[src/sv/rcba_pkg.sv]
// shared types, codes and constants of the reference-counted block allocator
// no dependencies; imported by every rcba module except the generic ram
`default_nettype none

package rcba_pkg;

   localparam int NUM_BLOCKS_DEF = 1024;
   localparam int COUNT_BITS_DEF = 16;

   localparam int OP_BITS        = 2;
   localparam int ID_BITS        = 10;
   localparam int ACTIVE_BITS    = 11;
   localparam int STATUS_BITS    = 3;
   localparam int OUT_COUNT_BITS = 16;
   localparam int ID_LIMIT       = 1024;

   typedef enum logic [OP_BITS-1:0] {
      OP_ALLOC   = 2'd0,
      OP_RETAIN  = 2'd1,
      OP_RELEASE = 2'd2,
      OP_QUERY   = 2'd3
   } op_type;

   typedef enum logic [STATUS_BITS-1:0] {
      STS_OK        = 3'd0,
      STS_EXHAUSTED = 3'd1,
      STS_BAD_ID    = 3'd2,
      STS_NOT_HELD  = 3'd3,
      STS_OVERFLOW  = 3'd4
   } status_type;

   // what the front decided an item is
   typedef enum logic [2:0] {
      CLS_ALLOC   = 3'd0,
      CLS_RETAIN  = 3'd1,
      CLS_RELEASE = 3'd2,
      CLS_QUERY   = 3'd3,
      CLS_BAD_ID  = 3'd4
   } cls_type;

   typedef struct packed {
      cls_type             cls;
      logic [ID_BITS-1:0]  blk_id;
   } item_type;

   typedef struct packed {
      logic     valid;
      item_type item;
   } head_type;

   typedef struct packed {
      logic                    load;
      logic [ACTIVE_BITS-1:0]  active;
   } cfg_type;

   // pool size right after reset
   function automatic logic [ACTIVE_BITS-1:0] reset_active(input int n);
      return (n < ID_LIMIT) ? ACTIVE_BITS'(n) : ACTIVE_BITS'(ID_LIMIT);
   endfunction

endpackage

`default_nettype wire

[src/sv/rcba_front.sv]
// front end: accepts request beats, classifies them, holds a two-entry queue
// depends on rcba_pkg
`default_nettype none

module rcba_front
   import rcba_pkg::*;
(
   input  wire logic                    clock,
   input  wire logic                    reset,
   input  wire logic                    req_valid,
   output logic                         req_stall,
   input  wire logic [OP_BITS-1:0]      req_operation,
   input  wire logic [ID_BITS-1:0]      req_block_id,
   input  wire logic [ACTIVE_BITS-1:0]  active,
   input  wire logic                    busy,
   input  wire logic                    take,
   output head_type                     head
);

   item_type   q_ff [2];
   logic       wr_ptr_ff, wr_ptr_in;
   logic       rd_ptr_ff, rd_ptr_in;
   logic [1:0] cnt_ff, cnt_in;
   logic       accept;
   item_type   item;

   // classify
   always_comb begin
      item.blk_id = req_block_id;
      item.cls    = CLS_BAD_ID;
      if (op_type'(req_operation) == OP_ALLOC) begin
         item.cls = CLS_ALLOC;
      end else if ({1'b0, req_block_id} < active) begin
         case (op_type'(req_operation))
            OP_RETAIN:  item.cls = CLS_RETAIN;
            OP_RELEASE: item.cls = CLS_RELEASE;
            OP_QUERY:   item.cls = CLS_QUERY;
            default:    item.cls = CLS_ALLOC;
         endcase
      end
   end

   assign req_stall = (cnt_ff == 2'd2) || busy;
   assign accept    = req_valid && !req_stall;

   always_comb begin
      wr_ptr_in = wr_ptr_ff;
      rd_ptr_in = rd_ptr_ff;
      cnt_in    = cnt_ff;
      if (accept) begin
         wr_ptr_in = !wr_ptr_ff;
      end
      if (take) begin
         rd_ptr_in = !rd_ptr_ff;
      end
      case ({accept, take})
         2'b10:   cnt_in = cnt_ff + 2'd1;
         2'b01:   cnt_in = cnt_ff - 2'd1;
         default: cnt_in = cnt_ff;
      endcase
   end

   always_ff @(posedge clock) begin
      if (reset) begin
         wr_ptr_ff <= 1'b0;
         rd_ptr_ff <= 1'b0;
         cnt_ff    <= 2'd0;
      end else begin
         wr_ptr_ff <= wr_ptr_in;
         rd_ptr_ff <= rd_ptr_in;
         cnt_ff    <= cnt_in;
      end
   end

   always_ff @(posedge clock) begin
      if (accept) begin
         q_ff[wr_ptr_ff] <= item;
      end
   end

   assign head.valid = (cnt_ff != 2'd0);
   assign head.item  = q_ff[rd_ptr_ff];

`ifndef ASSERT_OFF
   a_cnt_bound: assert property (@(posedge clock) disable iff (reset)
      cnt_ff <= 2'd2)
      else $error("queue count beyond two entries");
   a_take_nonempty: assert property (@(posedge clock) disable iff (reset)
      take |-> cnt_ff != 2'd0)
      else $error("back took an item from an empty queue");
   a_accept_fills: assert property (@(posedge clock) disable iff (reset)
      accept |=> cnt_ff != 2'd0)
      else $error("accepted beat lost from queue");
`endif

endmodule

`default_nettype wire

[config.mk]
export PLATFORM = sky130hd
export DESIGN_NAME = rcba_front
export DESIGN_NICKNAME = d
export VERILOG_FILES = /design/src/sv/rcba_pkg.sv /design/src/sv/rcba_front.sv
export SDC_FILE = /design/constraint.sdc
export NUM_CORES = 1
export LEC_CHECK = 0
export BUFFER_PORTS_ARGS = -buffer_cell sky130_fd_sc_hd__buf_2
export CAP_MARGIN = 20
export CORE_MARGIN = 3
export CORE_UTILIZATION = 30
export CTS_CLUSTER_SIZE = 20
export DETAILED_ROUTE_END_ITERATION = 7
export PLACE_DENSITY = 0.57
export SLEW_MARGIN = 30
export SYNTH_ARGS = -nofsm -noshare
export SYNTH_HDL_FRONTEND = slang
export SYNTH_SLANG_ARGS = --single-unit
[constraint.sdc]
create_clock -name clock -period 1.6 [get_ports clock]
set_input_delay 0.32 -clock clock [delete_from_list [all_inputs] [get_ports clock]]
set_output_delay 0.32 -clock clock [all_outputs]
set_load 0.005 [all_outputs]
==> results.py, run 1 <==
metrics = {
    "synth": {
        "synth.distinct_cells": 24,
        "ys_ff_latch": 31,
        "synth-simple-area-share_pct": 6.32,
        "synth.net_count": 138,
        "synthAdderAreaFrac_pct": 8.90,
        "synth_top_family_by_area": "multiplexers",
        "synth-compound-area-share_pct": 5.61,
        "syn_area_per_cell_um2": 14.1,
        "synthMuxAreaShare_pct": 10.4,
        "yosys_warnings": 0,
        "synth-seq-area-share_pct": 62.7,
        "synth_xor_area_share_pct": 2.49,
        "synth_area_um2": 1410,
        "synth_cells": 100,
    },
    "worst_setup_path": {
        "start_kind": "flip-flop",
        "worstPathArrival_ns": 1.76,
        "crit_path_top_delay_cell": "or3_1",
        "rr_startpoint": "cnt_ff[1]$_SDFFE_PP0P_",
        "rr_worst_depth": 5,
        "rr_endpoint": "cnt_ff[1]$_SDFFE_PP0P_",
        "rrSetupSlack_ns": 0.04,
        "endpoint_kind": "flip-flop",
        "cp_max_fo": 4,
        "crit_required_ns": 1.80,
        "critPathTopFamily": "compound AO/OA/AOI/OAI gates",
        "cp_cell_sequence": "inv_1, o211ai_1, ha_1, or3_1, a21oi_1",
        "cp_num_buf_inv": 1,
        "critPathKind": "reg -> reg",
        "crit_path_max_incr_delay_ns": 0.36,
    },
    "clocking": {
        "cts_tree": "built",
        "clockBufferDepth": 2,
        "ctsRootBufferMaster": "clkbuf_8",
        "cts.sink_count": 31,
        "clk_latency_ns": 0.28,
        "clk_pin_slew_ns": 0.06,
        "htree_levels": 2,
        "numCtsBuffers": 5,
        "hold_buffers": 0,
    },
    "global_route": {
        "grt_pass1_wl_mm": 4.71,
        "grt_max_degree": 11,
        "gr-total-overflow": 0,
        "grt_usage_pct": 11.8,
        "antenna_found_initial": 0,
        "grt_pass1_vias": 1027,
    },
    "drt": {
        "ant_nets": 0,
        "drc": 0,
        "routed_wl_mm": 3.01,
        "drt-initial-drc-count": 22,
        "wire_per_inst_um": 14.2,
        "detailroute.via_count": 967,
        "drt-pass1-iter-count": 6,
        "vias_per_cell": 4.56,
    },
    "timing": {
        "finalSetupTns_ns": 0,
        "fin_ws_ns": 0.0375,
        "skew_ns": 0.00258,
        "min_period_over_period_pct": 97.7,
        "max_slew.worst_pin.slew_ns": 0.347,
        "slew-limit-headroom_pct": 76.8,
        "finalSetupViolations": 0,
        "finalCriticalPeriod_ns": 1.56,
        "rsz0062_at_grt": "yes",
        "hold_viol": 0,
        "maxSlewViolCount": 0,
        "fmax_mhz": 640,
    },
    "die": {
        "rows": 24,
        "dieArea_um2": 5540,
        "die_h_um": 74.4,
        "die_width_um": 74.4,
        "core_um2": 4440,
        "num_io_pins": 43,
        "start_util_pct": 31.6,
    },
    "place": {
        "place_ws_ns": -0.182,
        "dp_cells": 203,
        "dp_hpwl_mm": 2.32,
        "gp_congestion": 0.742,
        "io_buffers": 42,
    },
    "min_path": {
        "hold_start": "req_block_id[0]",
        "min_to": "q_ff[0][0]$_DFFE_PP_",
        "hp-class": "in -> reg",
        "hold_depth": 1,
    },
    "final_layout": {
        "drive_gt1_share_pct": 47.5,
        "syn_to_final_growth_pct": 33.5,
        "final_nets": 197,
        "fin_cells": 212,
        "diodes": 0,
    },
    "power_and_ir_drop": {
        "pwr_density_cell_nw_per_um2": 1070,
        "leakagePower_uw": 0.000826,
        "ir_drop_uv": 428,
    },
    "outcome": {
        "status": "complete, no violations",
    },
    "run": {
        "max-cap-violations": 0,
    },
}
worst max-delay path by stage:
| stage | slack [ns] | startpoint | endpoint | cells after the start |
|---|---|---|---|---|
| after detailed placement | -0.18 | req_block_id[2] | q_ff[1][10]$_DFFE_PP_ | 6 |
| final | 0.04 | cnt_ff[1]$_SDFFE_PP0P_ | cnt_ff[1]$_SDFFE_PP0P_ | 5 |
| after floorplan | 0.07 | cnt_ff[0]$_SDFFE_PP0P_ | q_ff[0][0]$_DFFE_PP_ | 2 |
| after CTS | -0.008 | flip-flop | head[7] | 3 |
| after global placement | -0.13 | req_block_id[2] | q_ff[1][10]$_DFFE_PP_ | 6 |
| after global routing | -0.05 | cnt_ff[1]$_SDFFE_PP0P_ | cnt_ff[1]$_SDFFE_PP0P_ | 5 |
power by group:
part | internal, µW | switching [µW]
sequential | 932 | 23.0
combinational | 168 | 142
clock | 455 | 287
synth_stat cells:
cell	count	area, µm²
edfxtp_1	26	781
mux2_2	13	146
inv_1	12	45.0
ha_1	10	125
nor2_1	6	22.5
dfxtp_1	5	100
a21oi_1	4	20.0
o21ai_0	3	15.0
xnor2_1	3	26.3
a21o_1	2	15.0
nand2_1	2	7.51
nor3b_1	2	15.0
a31oi_1	1	6.26
and2_1	1	6.26
and4_1	1	8.76
and4b_1	1	10.0
buf_2	1	5.00
nand2b_1	1	6.26
o211ai_1	1	7.51
o22a_1	1	8.76
o22ai_1	1	6.26
or2_2	1	6.26
or3_1	1	6.26
xor2_1	1	8.76
flip-flops by register name (all words and copies together) (netlist names), named ones only:
signal,cells
rd_ptr_ff,1
wr_ptr_ff,1
cnt_ff,2
q_ff,26
layout make-up:
cell class                 instances  area, µm²
clock inverter                     3       38.8
timing repair buffer              53        300
fill                             428       2570
clock buffer                       5       68.8
multi-input combinational         56        474
sequential                        31        883
tap                               52       65.1
inverter                          12       45.0
what timing repair did:
| item | 4_1_cts | 5_1_grt |
|---|---|---|
| buffers inserted | 0 | 1 |
| endpoints found under the setup margin | 4 | 11 |
| pin swaps | 1 | 2 |
| resized for setup | 1 | 3 |
| endpoints found under the hold margin | 0 | 0 |
metal layers:
layer	wire length [µm]	vias to the layer above	track usage, %
li1	-	480	-
met1	1220	451	13.2
met2	1530	34	20.1
met3	244	2	3.78
met4	18	0	5.93
met5	0	-	0
cells by family after synthesis:
kind of cell             Yosys count
adder cells (fa/ha/maj)           10
multiplexers                      13
AO/OA/AOI/OAI                     13
buffers and inverters             13
XOR/XNOR                           4
flip-flops                        31
AND/OR/NAND/NOR                   16
cells in the final DEF, fill, tap and decap left out, types with 2 or more instances in the layout:
cell type	synthesis	routed
buf_2	1	42
edfxtp_1	26	26
mux2_2	13	13
inv_1	12	12
ha_1	10	10
buf_4	0	9
nor2_1	6	6
clkbuf_8	0	5
a21oi_1	4	4
o21ai_0	3	3
xnor2_1	3	3
dfxtp_1	5	3
nand2_1	2	2
a21o_1	2	2
nor3b_1	2	2
dfxtp_2	0	2
buf_6	0	2
metrics by stage:
step	power, µW	cell area, µm²	hold WS (ns)	utilization, %
after floorplan	1130	1410	0.389	-
after global placement	1260	1750	0.478	39.4
after detailed placement	1280	1750	0.514	39.4
after CTS	2040	1860	0.239	41.9
after global routing	2110	1880	0.245	42.2
final	2010	1880	0.250	42.2
(Power assumes the default switching activity.)
==> run 2, diff against run 1 <==
--- a/config.mk
+++ b/config.mk
@@ -8,10 +8,10 @@
 export BUFFER_PORTS_ARGS = -buffer_cell sky130_fd_sc_hd__buf_2
 export CAP_MARGIN = 20
 export CORE_MARGIN = 3
-export CORE_UTILIZATION = 30
+export CORE_UTILIZATION = 36
 export CTS_CLUSTER_SIZE = 20
 export DETAILED_ROUTE_END_ITERATION = 7
-export PLACE_DENSITY = 0.57
+export PLACE_DENSITY = 0.66
 export SLEW_MARGIN = 30
 export SYNTH_ARGS = -nofsm -noshare
 export SYNTH_HDL_FRONTEND = slang
==> run 2 against run 1 <==
  * Global-route usage is 1.2 points higher
  * Sequential power about the same
  * Highest routed layer unchanged
  * Register-to-register slack gained 0.02 ns
  * Critical path depth decreased by 2
  * Die area is 15% lower
  * Hold slack got worse by 0.0054 ns
  * Final area decreased by 1.3%
  * Largest cell class unchanged
  * Clock power shrank 24%
  * Via count up 0.31%
  * Final cell count fell by 1.4%
==> results.py, run 2 (synthesis gave the netlist of run 1 again) <==
metrics = {
    "clocking": {
        "clockBufferDepth": 2,
        "cts_tree": "built",
        "clk_pin_slew_ns": 0.06,
        "hold_buffers": 0,
        "htree_levels": 2,
        "numCtsBuffers": 5,
        "cts.sink_count": 31,
        "clk_latency_ns": 0.27,
        "ctsRootBufferMaster": "clkbuf_8",
    },
    "min_path": {
        "hp-class": "in -> reg",
    },
    "timing": {
        "hold_viol": 0,
        "finalSetupTns_ns": 0,
        "finalCriticalPeriod_ns": 1.54,
        "finalSetupViolations": 0,
        "max_slew.worst_pin.slew_ns": 0.329,
        "maxSlewViolCount": 0,
        "slew-limit-headroom_pct": 78.0,
        "min_period_over_period_pct": 96.3,
        "rsz0062_at_grt": "yes",
        "fin_ws_ns": 0.0585,
        "skew_ns": 0.00496,
        "fmax_mhz": 649,
    },
    "drt": {
        "drt-initial-drc-count": 97,
        "routed_wl_mm": 2.74,
        "wire_per_inst_um": 13.1,
        "drc": 0,
        "detailroute.via_count": 970,
        "drt-pass1-iter-count": 4,
        "vias_per_cell": 4.64,
        "ant_nets": 0,
    },
    "global_route": {
        "grt_max_degree": 11,
        "grt_usage_pct": 13.0,
        "grt_pass1_vias": 988,
        "antenna_found_initial": 0,
        "gr-total-overflow": 0,
        "grt_pass1_wl_mm": 4.24,
    },
    "worst_setup_path": {
        "rrSetupSlack_ns": 0.06,
        "cp_max_fo": 5,
        "start_kind": "flip-flop",
        "critPathKind": "reg -> out",
        "endpoint_kind": "output port",
        "worstPathArrival_ns": 1.22,
        "crit_required_ns": 1.28,
    },
    "final_layout": {
        "largest_reg_flops": 26,
        "layout_commonest_cell": "buf_2",
        "fillers": 324,
        "most-common-layout-cells": "42 x buf_2, 26 x edfxtp_1, 13 x mux2_2, 12 x inv_1, 11 x buf_4",
        "diodes": 0,
        "syn_to_final_growth_pct": 31.7,
        "reg.largest.list": "q_ff x26, cnt_ff x2",
        "drive_gt1_share_pct": 47.2,
        "fin_cells": 209,
        "top_register": "q_ff",
        "final_nets": 198,
        "utilization_pct": 49.8,
    },
    "die": {
        "rows": 22,
        "die_width_um": 68.5,
        "dieArea_um2": 4690,
        "num_io_pins": 43,
        "die_h_um": 68.5,
        "core_um2": 3720,
        "start_util_pct": 37.8,
    },
    "power_and_ir_drop": {
        "finalPower_uw": 1830,
        "leakagePower_uw": 0.000814,
        "pwr_density_cell_nw_per_um2": 989,
        "ir_drop_uv": 367,
    },
    "place": {
        "gp_congestion": 0.774,
        "dp_hpwl_mm": 2.15,
        "dp_cells": 200,
        "place_ws_ns": -0.221,
        "io_buffers": 42,
    },
    "run": {
        "max-cap-violations": 0,
    },
    "outcome": {
        "status": "complete, no violations",
    },
}
==> run 2: what timing repair did <==
item,CTS,global route
resized for setup,1,3
setup endpoints to repair,2,10
pin swaps,1,2
setup buffers,1,0
hold endpoints to repair,0,0
==> run 2: power by group <==
group / internal, µW / switching (µW)
clock network: 308 / 254
registers: 933 / 22.1
logic: 170 / 143
total: 1410 / 419
==> run 2: stage by stage <==
| stage | hold WS [ns] | instance area (µm²) |
|---|---|---|
| 3_3_place_gp | 0.476 | 1750 |
| 4_1_cts | 0.241 | 1840 |
| 2_1_floorplan | 0.389 | 1410 |
| 3_5_place_dp | 0.498 | 1750 |
| 5_1_grt | 0.242 | 1850 |
| 6_report | 0.244 | 1850 |
==> run 2: layout make-up <==
| cell class | instances | area [µm²] | share of cell area [%] |
|---|---|---|---|
| Inverter | 12 | 45.0 | 2.43 |
| Timing Repair Buffer | 54 | 304 | 16.4 |
| Clock buffer | 8 | 80.1 | 4.33 |
| Multi-Input combinational cell | 56 | 478 | 25.8 |
| Sequential cell | 31 | 883 | 47.7 |
| Tap cell | 48 | 60.1 | 3.25 |
==> run 2: path summary, 6_finish.rpt <==
kind | depth (start not counted) | start | endpoint
hold reg to reg | 2 | rd_ptr_ff$_SDFFE_PP0P_ | flip-flop
setup / recovery | 3 | flip-flop | head[3]
hold / removal | 1 | req_block_id[0] | q_ff[1][0]$_DFFE_PP_
setup reg to reg | 5 | cnt_ff[1]$_SDFFE_PP0P_ | cnt_ff[1]$_SDFFE_PP0P_
==> run 2: metal layers <==
layer  global-route usage [%]  vias up  share of wire (%)
met2                     22.9       30                 51
met3                     3.12        6                5.4
met1                     13.6      454                 40
met5                        0        -                  0
li1                         -      480                  -
met4                     8.44        0                3.1
==> run 2: worst max-delay path: stages (launching register included) <==
cell and delay (ns):
dfxtp_2 0.33, buf_4 0.14, mux2_2 0.35, buf_2 0.13
==> run 3, diff against run 2 <==
--- a/config.mk
+++ b/config.mk
@@ -9,9 +9,8 @@
 export CAP_MARGIN = 20
 export CORE_MARGIN = 3
 export CORE_UTILIZATION = 36
-export CTS_CLUSTER_SIZE = 20
 export DETAILED_ROUTE_END_ITERATION = 7
-export PLACE_DENSITY = 0.66
+export PLACE_DENSITY = 0.63
 export SLEW_MARGIN = 30
 export SYNTH_ARGS = -nofsm -noshare
 export SYNTH_HDL_FRONTEND = slang
==> constraint.sdc (replaced) <==
create_clock -name clock -period 1.5 [get_ports clock]
set_input_delay 0.3 -clock clock [delete_from_list [all_inputs] [get_ports clock]]
set_output_delay 0.3 -clock clock [all_outputs]
set_load 0.005 [all_outputs]
==> run 3 against run 2 <==
  * The run now ends with negative setup slack left
  * Critical path depth increased by 2
  * Sequential cell count unchanged
  * Highest routed layer unchanged
  * Hold slack got worse by 0.028 ns
  * Clock power increased by 8.5%
==> results.py, run 3 (synthesis gave the netlist of run 1 again) <==
metrics = {
    "final_layout": {
        "diodes": 0,
        "most-common-layout-cells": "29 x buf_2, 26 x edfxtp_1, 20 x buf_6, 14 x buf_4, 13 x mux2_4",
        "layout_commonest_cell": "buf_2",
        "final_area_um2": 2100,
        "utilization_pct": 56.4,
        "syn_to_final_growth_pct": 49.2,
        "final_nets": 207,
        "top_register": "q_ff",
        "reg.largest.list": "q_ff x26, cnt_ff x2",
        "drive_gt1_share_pct": 53.5,
        "largest_reg_flops": 26,
    },
    "min_path": {
        "hp-class": "in -> reg",
    },
    "worst_setup_path": {
        "rrSetupSlack_ns": -0.07,
        "cp_cell_sequence": "inv_2, o211ai_1, ha_1, or3_4, a21oi_2",
        "crit_required_ns": 1.71,
        "crit_path_top_delay_cell": "or3_4",
        "endpoint_kind": "flip-flop",
        "start_kind": "flip-flop",
        "cp_max_fo": 2,
        "crit_path_max_incr_delay_ns": 0.40,
        "critPathKind": "reg -> reg",
        "worstPathArrival_ns": 1.78,
    },
    "place": {
        "io_buffers": 42,
        "gp_congestion": 0.688,
        "dp_hpwl_mm": 2.06,
        "place_ws_ns": -0.166,
        "postPlaceCellArea_um2": 1780,
    },
    "timing": {
        "finalSetupTns_ns": -0.0675,
        "finalCriticalPeriod_ns": 1.57,
        "skew_ns": 0.00792,
        "min_period_over_period_pct": 105,
        "holdWs_ns": 0.216,
        "rsz0062_at_grt": "yes",
        "max_slew.worst_pin.slew_ns": 0.303,
        "fmax_mhz": 638,
        "hold_viol": 0,
        "slew-limit-headroom_pct": 79.8,
        "finalSetupViolations": 1,
        "maxSlewViolCount": 0,
        "fin_ws_ns": -0.0675,
    },
    "clocking": {
        "numCtsBuffers": 5,
        "cts_tree": "built",
        "clk_latency_ns": 0.28,
        "clockBufferDepth": 2,
        "cts.sink_count": 31,
        "ctsRootBufferMaster": "clkbuf_8",
        "clk_pin_slew_ns": 0.06,
        "htree_levels": 2,
    },
    "power_and_ir_drop": {
        "p_int_uw": 1610,
        "p_switching_uw": 491,
        "p_seq_share_pct": 48.7,
        "leakagePower_uw": 0.000944,
        "pwr_density_cell_nw_per_um2": 1000,
        "power_frac_clock_pct": 29.1,
        "ir_drop_uv": 430,
        "p_comb_share_pct": 22.2,
        "switching_share_pct": 23.4,
    },
    "outcome": {
        "status": "finished, violations left",
        "violations": "negative setup slack",
    },
    "drt": {
        "route.met3.wl_um": 153,
        "drc": 0,
        "dr.max_layer_used": "met4",
        "dr_wl_met2_mm": 1.50,
        "vias_per_cell": 4.55,
        "drt-met1-wl_mm": 1.09,
        "detailroute.via_count": 991,
        "drt-initial-drc-count": 53,
        "routed_wl_mm": 2.81,
        "wire_per_inst_um": 12.9,
        "drt-pass1-iter-count": 4,
        "ant_nets": 0,
    },
    "global_route": {
        "grt_pass1_vias": 989,
        "grt_max_degree": 10,
        "antenna_found_initial": 0,
        "gr-total-overflow": 0,
        "grt_pass1_wl_mm": 4.11,
        "grt_usage_pct": 12.6,
    },
    "run": {
        "max-cap-violations": 0,
    },
    "die": {
        "die_h_um": 68.5,
        "core_um2": 3720,
        "rows": 22,
        "dieArea_um2": 4690,
        "start_util_pct": 37.8,
        "die_width_um": 68.5,
        "num_io_pins": 43,
    },
}
==> run 3: cell types whose count changed in the layout (fill, tap and decap cells not counted), sizes merged <==
cell / previous run / this run
buf: 54 / 63
==> run 3: power by group through the flow <==
stage                     registers [µW]  logic (µW)  clock network (µW)
after global placement              1030         325                   0
after floorplan                     1030         172                   0
after CTS                           1020         386                 623
after detailed placement            1030         336                   0
final                               1020         467                 610
after global routing                1030         514                 661
==> run 3: repair_timing <==
action | 4_1_cts | 5_1_grt
hold buffers | 0 | 0
setup buffers | 2 | 3
setup endpoints to repair | 14 | 43
gates resized for setup | 20 | 26
gates cloned | 1 | 0
pin swaps | 3 | 5
==> run 3: metal layers <==
metal / up-vias / GRT usage [%]
li1: 501 / -
met1: 456 / 12.3
met2: 28 / 23.1
met3: 6 / 3.94
met4: 0 / 6.70
met5: - / 0
==> run 3: area by class of cell <==
class,count,area (µm²)
flip-flops and latches,31,890
well taps,48,60.1
inverters,12,45.0
repair buffers,63,475
fillers,310,1620
clock buffers,8,80.1
multi-input cells,56,547
==> run 3: worst paths after layout <==
| path | startpoint | endpoint | depth (start not counted) |
|---|---|---|---|
| worst max-delay path | cnt_ff[1]$_SDFFE_PP0P_ | cnt_ff[1]$_SDFFE_PP0P_ | 5 |
| worst min-delay path | req_block_id[0] | q_ff[1][0]$_DFFE_PP_ | 1 |
| worst max register to register | cnt_ff[1]$_SDFFE_PP0P_ | cnt_ff[1]$_SDFFE_PP0P_ | 5 |
| worst min register to register | rd_ptr_ff$_SDFFE_PP0P_ | rd_ptr_ff$_SDFFE_PP0P_ | 2 |
==> run 3: critical path: cells and delay by family (launching register included) <==
| kind | cells | cell delay, ns |
|---|---|---|
| DFF | 1 | 0.33 |
| adders and majority gates | 1 | 0.32 |
| and+or+nand+nor | 1 | 0.40 |
| AOI/OAI and AO/OA | 2 | 0.40 |
| buffers and inverters | 1 | 0.04 |
==> run 3: metrics by stage <==
step	instances	power, µW
3_3_place_gp	204	1350
6_report	218	2100
2_1_floorplan	100	1200
4_1_cts	215	2030
3_5_place_dp	204	1370
5_1_grt	218	2200
